===== src/rtl/pci_pkg.sv =====
// Shared types for the palette color indexer.
package pci_pkg;

	localparam int ColorW = 32;

	typedef struct packed {
		logic              vld;
		logic              last;
		logic              transp;
		logic              done;
		logic              is_new;
		logic [ColorW-1:0] color;
	} pix_t;

endpackage


===== src/rtl/palette_color_indexer.sv =====
// Palette color indexer top level: a chain of palette cells.
//
//  channel | dir | tdata                           | tuser                     | tlast
//  s_*     | in  | red, green, blue, alpha         | -                         | last_pixel
//  m_*     | out | color_index[3:0], count[8:4]    | transp, new, overflow     | end_of_image
//
// Each pixel walks the chain through every cell's register in turn; one pixel per
// cycle sustained while the output is not stalled; the chain's length sets the latency.
// The last cell's stage is the output register.
// A stalled output freezes the whole chain; s_tready follows it.
// Reset empties every cell at once.
module palette_color_indexer #(
	parameter int PALETTE_DEPTH = 16
) (
	input  logic        clk,
	input  logic        arst_n,
	input  logic        s_tvalid,
	output logic        s_tready,
	input  logic [31:0] s_tdata,   // red, green, blue, alpha
	input  logic        s_tlast,   // last_pixel
	output logic        m_tvalid,
	input  logic        m_tready,
	output logic [15:0] m_tdata,   // color_index[3:0], color_count[8:4], zero
	output logic [2:0]  m_tuser,   // transparent, new_color, overflow
	output logic        m_tlast    // end_of_image
);
	import pci_pkg::*;

	localparam int IW = $clog2(PALETTE_DEPTH);
	localparam int CW = $clog2(PALETTE_DEPTH+1);

	pix_t          pix_c [PALETTE_DEPTH+1];
	logic [IW-1:0] idx_c [PALETTE_DEPTH+1];
	logic [CW-1:0] cnt_c [PALETTE_DEPTH+1];
	logic          en;
	pix_t          head;
	pix_t          tail;
	logic [IW+3:0] idx_wide;
	logic [CW+4:0] cnt_wide;

	assign en       = !m_tvalid || m_tready;
	assign s_tready = en;

	always_comb begin
		head.vld    = s_tvalid;
		head.last   = s_tlast;
		head.transp = (s_tdata[31:24] == 8'd0);
		head.done   = 1'b0;
		head.is_new = 1'b0;
		head.color  = {s_tdata[7:0], s_tdata[15:8], s_tdata[23:16], s_tdata[31:24]};
	end

	assign pix_c[0] = head;
	assign idx_c[0] = '0;
	assign cnt_c[0] = '0;

	for (genvar i = 0; i < PALETTE_DEPTH; i++) begin : g_cell
		pci_cell #(
			.DEPTH    (PALETTE_DEPTH),
			.CELL_IDX (i)
		) u_cell (
			.clk     (clk),
			.arst_n  (arst_n),
			.en      (en),
			.pix_in  (pix_c[i]),
			.idx_in  (idx_c[i]),
			.cnt_in  (cnt_c[i]),
			.pix_out (pix_c[i+1]),
			.idx_out (idx_c[i+1]),
			.cnt_out (cnt_c[i+1])
		);
	end

	assign tail     = pix_c[PALETTE_DEPTH];
	assign idx_wide = {4'd0, idx_c[PALETTE_DEPTH]};
	assign cnt_wide = {5'd0, cnt_c[PALETTE_DEPTH]};

	assign m_tvalid = tail.vld;
	assign m_tlast  = tail.last;
	assign m_tdata  = {7'd0, cnt_wide[4:0], idx_wide[3:0]};
	assign m_tuser  = {!tail.transp && !tail.done, tail.is_new, tail.transp};

`ifndef SYNTHESIS
	a_new_count : assert property (@(posedge clk) disable iff (!arst_n)
		(m_tvalid && tail.is_new) |-> (cnt_c[PALETTE_DEPTH] == CW'(idx_c[PALETTE_DEPTH]) + CW'(1)))
		else $error("new entry index disagrees with count");

	a_ovf_full : assert property (@(posedge clk) disable iff (!arst_n)
		(m_tvalid && m_tuser[2]) |-> (cnt_c[PALETTE_DEPTH] == CW'(PALETTE_DEPTH)))
		else $error("overflow with palette not full");

	a_cnt_range : assert property (@(posedge clk) disable iff (!arst_n)
		m_tvalid |-> (cnt_c[PALETTE_DEPTH] <= CW'(PALETTE_DEPTH)))
		else $error("count beyond palette depth");

	a_stall_hold : assert property (@(posedge clk) disable iff (!arst_n)
		(m_tvalid && !m_tready) |=> (m_tvalid && $stable(m_tdata) && $stable(m_tuser)))
		else $error("output transaction changed while stalled");
`endif

endmodule


===== src/rtl/pci_cell.sv =====
// One palette cell: holds one entry, matches or claims it, passes the pixel on.
module pci_cell #(
	parameter int DEPTH    = 16,
	parameter int CELL_IDX = 0
) (
	input  logic                         clk,
	input  logic                         arst_n,
	input  logic                         en,
	input  pci_pkg::pix_t                pix_in,
	input  logic [$clog2(DEPTH)-1:0]     idx_in,
	input  logic [$clog2(DEPTH+1)-1:0]   cnt_in,
	output pci_pkg::pix_t                pix_out,
	output logic [$clog2(DEPTH)-1:0]     idx_out,
	output logic [$clog2(DEPTH+1)-1:0]   cnt_out
);
	import pci_pkg::*;

	localparam int IW = $clog2(DEPTH);
	localparam int CW = $clog2(DEPTH+1);

	logic              valid_q;
	logic [ColorW-1:0] entry_q;
	pix_t              pix_s1;
	logic [IW-1:0]     idx_s1;
	logic [CW-1:0]     cnt_s1;

	logic active, hit, alloc, valid_after;
	pix_t pix_nxt;

	always_comb begin
		active      = pix_in.vld && !pix_in.transp && !pix_in.done;
		hit         = active && valid_q && (entry_q == pix_in.color);
		alloc       = active && !valid_q;
		valid_after = valid_q || alloc;
		pix_nxt        = pix_in;
		pix_nxt.done   = pix_in.done || hit || alloc;
		pix_nxt.is_new = pix_in.is_new || alloc;
	end

	always_ff @(posedge clk or negedge arst_n) begin
		if (!arst_n) begin
			valid_q <= 1'b0;
			pix_s1  <= '0;
		end else if (en) begin
			pix_s1 <= pix_nxt;
			if (pix_in.vld && pix_in.last) begin
				valid_q <= 1'b0;
			end else if (alloc) begin
				valid_q <= 1'b1;
			end
		end
	end

	always_ff @(posedge clk) begin
		if (en) begin
			if (alloc) begin
				entry_q <= pix_in.color;
			end
			idx_s1        <= (hit || alloc) ? IW'(CELL_IDX) : idx_in;
			cnt_s1        <= (pix_in.vld && valid_after) ? cnt_in + CW'(1) : cnt_in;
		end
	end

	assign pix_out = pix_s1;
	assign idx_out = idx_s1;
	assign cnt_out = cnt_s1;

endmodule

===== config.mk =====
export PLATFORM = sky130hd
export DESIGN_NAME = palette_color_indexer
export DESIGN_NICKNAME = d
export VERILOG_FILES = /design/src/rtl/pci_pkg.sv /design/src/rtl/palette_color_indexer.sv /design/src/rtl/pci_cell.sv
export SDC_FILE = /design/constraint.sdc
export NUM_CORES = 2
export LEC_CHECK = 0
export BUFFER_PORTS_ARGS = -buffer_cell sky130_fd_sc_hd__clkbuf_2
export CORE_MARGIN = 2
export CORE_UTILIZATION = 38
export CTS_BUF_LIST = sky130_fd_sc_hd__clkbuf_16
export DETAILED_ROUTE_END_ITERATION = 10
export MAX_ROUTING_LAYER = met4
export SLEW_MARGIN = 20
export SYNTH_ARGS = -nofsm -noshare
export SYNTH_HDL_FRONTEND = slang
export SYNTH_SLANG_ARGS = --single-unit

===== constraint.sdc =====
create_clock -name clk -period 10.5 [get_ports clk]
set_input_delay 0.525 -clock clk [delete_from_list [all_inputs] [get_ports clk]]
set_output_delay 0.525 -clock clk [all_outputs]
set_load 0.01 [all_outputs]

Word-level counts from Yosys, hierarchy flattened. Index checks and enable logic that the tools add are counted.

Add/sub/neg operators: 15. Equality and inequality tests: 16. Muxes and demuxes: 48. Reductions and logical operators: 289.

Operators with widths (number): equality test 32 bit (16); logical AND 1 bit (112); logical OR 1 bit (78); adder 5 x 1 -> 5 bit, second input constant (15); two-way mux 5 bit (15); AND reduction 2 bit (32); logical NOT 1 bit (50); two-way mux 1 bit (33); nonzero test 2 bit (16); logical NOT 8 bit (1).

Register bits after elaboration: 1217. Output and inout bits: 22.

Depth between registers and ports, before layout.
Depth in word-level cells: 7. Depth in mapped cells: 7. Gate-level depth less buffers: 6.

Modules after synthesis. From an unflattened synthesis, not the netlist that was laid out.

Cell total of the unflattened synthesis: 3053. Area, all modules: 50223.2 um^2.

By module, submodules not included: pci_cell at g_cell[10].u_cell ... (times used 6, cells an instance 190, area each 3135.5 um^2, sequential area each 2182.1 um^2); pci_cell at g_cell[1].u_cell ... (times used 4, cells an instance 190, area each 3134.3 um^2, sequential area each 2182.1 um^2); pci_cell at g_cell[11].u_cell ... (times used 4, cells an instance 190, area each 3130.5 um^2, sequential area each 2182.1 um^2); pci_cell at g_cell[0].u_cell ... (times used 2, cells an instance 190, area each 3133.0 um^2, sequential area each 2182.1 um^2); palette_color_indexer (times used 1, cells an instance 13, area each 85.1 um^2, sequential area each 0.0 um^2).

Worst setup path before layout. OpenSTA, ideal clock, no wires.

Kind: in2reg. Start: in m_tready. End: reg g_cell[0].u_cell.cnt_s1[0], enable pin. Arrival time: 4.703 ns. Data required time: 9.966 ns. Path slack: 5.263 ns. Stages: 5. Path buffers: 3. Cells stage by stage: nor2b_1 clkinv_1 clkbuf_1 clkbuf_1 clkbuf_1.

Longest elaborated chain between the ends: 1.

RTL lines: start, declared (RTL line palette_color_indexer.sv:22) `input logic m_tready,`; logical OR 1 bit (RTL line palette_color_indexer.sv:41) `assign en = !m_tvalid || m_tready;`; net s_tready (RTL line palette_color_indexer.sv:18) `output logic s_tready,`; end signal, assigned (RTL line pci_cell.sv:60) `cnt_s1 <= (pix_in.vld && valid_after) ? cnt_in + CW'(1) : cnt_in;`; end, declared (RTL line pci_cell.sv:25) `logic [CW-1:0] cnt_s1;`.

The timed path passes the listed nets, and every way through them passes these cells. A chain may end at the register's enable or synchronous reset.

Final worst setup path.
Start: reg g_cell[15].u_cell.pix_s1 (netlist bit g_cell[15].u_cell.pix_out[36]). End: reg g_cell[2].u_cell.entry_q[29], enable pin.

Longest elaborated chain between the ends: 3.

RTL lines: start, declared (RTL line pci_cell.sv:23) `pix_t pix_s1;`; start signal, assigned (RTL line pci_cell.sv:45) `pix_s1 <= pix_nxt;`; logical NOT 1 bit (RTL line palette_color_indexer.sv:41); logical OR 1 bit (RTL line palette_color_indexer.sv:41); AND reduction 2 bit (no source line); end signal, assigned (RTL line pci_cell.sv:57) `entry_q <= pix_in.color;`; end, declared (RTL line pci_cell.sv:22) `logic [ColorW-1:0] entry_q;`.

No other way between the ends.

==> summary.txt <==
Buffers on Ports: 51
drt via density: 4.75
CTS root buffer: clkbuf_16
prevailing post-synth register cell: edfxtp_1
Worst Hold Class: in2reg
Syn Area/Cell: 11.9 µm²
PostCTS Resize Cnt: 0
Crit Path Category: reg2reg
flops & latches, synth: 1207
most frequent cells after synthesis: 1637 x nand2_1, 631 x edfxtp_1, 576 x dfrtp_1
post-route insts no fill: 5926
Yosys cell types: 43
Die H: 360 µm
CTS Sinks: 1207
area delta synth->final: 13.0%
final setup TNS: 0 ns
DRT Wirelength: 99300 µm
Core Footprint: 126000 µm²
Tot Pwr: 15800 µW
yosys warns: 0
Clock transition at path regs: 0.06 ns
final period utilization: 0.391
share of layout cells above drive strength 1: 0.0693
DR iter-0 viols: 2018
Sw Pwr: 5250 µW
# rows: 130
hold_buf cts: 33
leakage power: 0.0228 µW
CP Cell Sequence: nor2b_4, buf_4, buf_4, buf_4, buf_4, nor2_2, buf_4
pwr dens: 291 nW/µm²
share of the synthesized area in the top cell type: 0.394
Fin. Hold Viols: 0
worst-skew pair later-pin latency: 0.75 ns
drt drc: 0
clock buffer depth: 3
DIE AREA: 130000 µm²
vias post-DR: 28100
unrepaired setup endpoints after global routing: no
Worst EP arrival: 4.57 ns
WL/cell: 16.8 µm
final setup fails: 0
Buf/Inv on CP: 5
die width: 360 µm
clock skew: 0.0577 ns
post-route ant nets: 0
top-count cell post-synth: nand2_1
async set-reset flop share out of synthesis: 0.477
Initial Utilization: 0.383
hpwl dp: 65100 µm
gr usage total: 0.160
critical path's slowest cell: buf_4
Crit path largest cell delay: 0.71 ns
CP Max Fanout: 69
largest net degree at the start of global routing: 197
Post-DP Area: 50300 µm²
Post-CTS Setup Inserts: 0
routability congestion estimate: 0.772
CTS buffer count: 120
vias in the first global route: 28100
top cells by area, synth: edfxtp_1 39%, dfrtp_1 30%, nand2_1 13%, xnor2_1 7.3%, xor2_1 2.9%
register area share after synthesis: 0.693
final instance area: 54400 µm²
Worst Path Required: 10.96 ns
Post-synth EDFFs: 631
Pint: 10600 µW
Ports: 59
Worst VDD drop: 0.000172 V
maxcap violations: 0
first-pass GRT wire length: 161000 µm
Slew headroom: 0.322
fmax: 244 MHz
combinational share of power: 0.210
Tightest Pin Transition: 1.02 ns
critical path startpoint category: flop
1st-pass router iterations: 5
placed cell count: 5661
Crit path max-delay family: buffers and inverters
Mapped Area: 48100 µm²
Flop pwr share: 0.534
Hold Slack: 0.0797 ns
Synth area leader: edfxtp_1
final critical-path required period: 4.10 ns
depth of the CTS H-tree: 3
most used cell, CP: buf_4
Slew Limit Fails: 0
CTS tree: built
global route overflow: 0
status: complete, no violations
Nets: 4217
clock share of power: 0.256
Mapped Cells: 4062
initial antenna violation count: 2
switch share: 0.332
CP Capture Type: flop
number of filler cells placed in the layout: 11700
-- layout by cell type (no fill, tap or decap), drive strengths merged, types with 6 or more instances in the layout --
| cell | instances |
|---|---|
| nand2b | 11 |
| clkbuf | 171 |
| conb | 7 |
| clkinv | 64 |
| dfrtp | 576 |
| xnor2 | 401 |
| nor3 | 38 |
| or3b | 11 |
| nand4 | 111 |
| o21ai | 24 |
| buf | 36 |
| xor2 | 157 |
| nor2 | 83 |
| or3 | 9 |
| inv | 48 |
| nand2 | 1637 |
| nor4 | 50 |
| mux2 | 14 |
| edfxtp | 631 |
| nand3 | 16 |
| o21a | 13 |
| a21oi | 14 |
| dlygate4sd3 | 33 |
| and2 | 6 |
| a31oi | 34 |
| ha | 14 |
| and3 | 15 |
| or4 | 8 |
-- power by group through the flow --
stage	registers (µW)	logic [µW]	clock network [µW]
global route	8700	3820	4370
finish	8450	3310	4050
CTS	8500	3400	4170
detailed placement	8590	3370	0
global placement	8540	3290	0
floorplan	8010	2600	0
-- worst register-to-register path: cells and delay by family (launching register included) --
family                 cells  cell delay, ns
buffers and inverters      5            3.07
flip-flops                 1            0.34
AND/OR/NAND/NOR            2            0.44
-- layer usage --
| metal | share of wire | GRT usage | vias up |
|---|---|---|---|
| met5 | 0 | - | - |
| met4 | 0.023 | 0.0423 | 0 |
| met3 | 0.033 | 0.0269 | 146 |
| met2 | 0.51 | 0.269 | 355 |
| met1 | 0.43 | 0.201 | 13900 |
| li1 | - | - | 13800 |
-- state kept, by name, summed over array words and instances (netlist names) --
| register | count |
|---|---|
| g_cell.u_cell.cnt_out | 70 |
| g_cell.u_cell.pix_out | 560 |
| g_cell.u_cell.idx_out | 49 |
| g_cell.u_cell.entry_q | 512 |
| g_cell.u_cell.valid_q | 16 |
-- worst paths after layout --
kind	end	cells past startpoint	from	slack [ns]
min reg2reg	g_cell[10].u_cell.entry_q[17]	0	g_cell[9].u_cell.pix_out[17]	0.45
min in group asynchronous	g_cell[8].u_cell.pix_out[13]	2	arst_n	0.38
max reg2reg	g_cell[2].u_cell.entry_q[29]	7	g_cell[15].u_cell.pix_out[36]	6.40
min	g_cell[0].u_cell.pix_out[36]	3	s_tvalid	0.08
max	g_cell[2].u_cell.entry_q[29]	7	g_cell[15].u_cell.pix_out[36]	6.40
max in group asynchronous	g_cell[12].u_cell.pix_out[35]	4	arst_n	7.75
-- logic make-up (layout without fill, tap and decap cells) --
group                    Yosys count  in the layout  synth area share
other                              1              9         0.0000779
buffers and inverters            154            360            0.0131
multiplexers                      14             14           0.00327
AND/OR/NAND/NOR                 2014           2014             0.173
flip-flops                      1207           1207             0.693
AO/OA/AOI/OAI                    100            100            0.0129
adder cells (fa/ha/maj)           14             14           0.00364
XOR/XNOR                         558            558             0.102
-- cell type report --
class	count	area, µm²	share of cell area
Antenna cell	2	5.00	0.0000920
Sequential cell	1207	33400	0.613
Clock buffer	121	3030	0.0556
Clock inverter	109	736	0.0135
Inverter	11	48.8	0.000897
Tap cell	1650	2060	0.0379
Timing Repair Buffer	119	908	0.0167
Multi-Input combinational cell	2707	14300	0.262
-- metrics by stage --
stage / util / setup slack (ns)
floorplan: - / 5.26
global placement: 0.400 / 6.16
detailed placement: 0.400 / 6.07
CTS: 0.433 / 6.38
global route: 0.433 / 6.13
finish: 0.433 / 6.40
No activity file was read; power rests on OpenSTA's default activity.
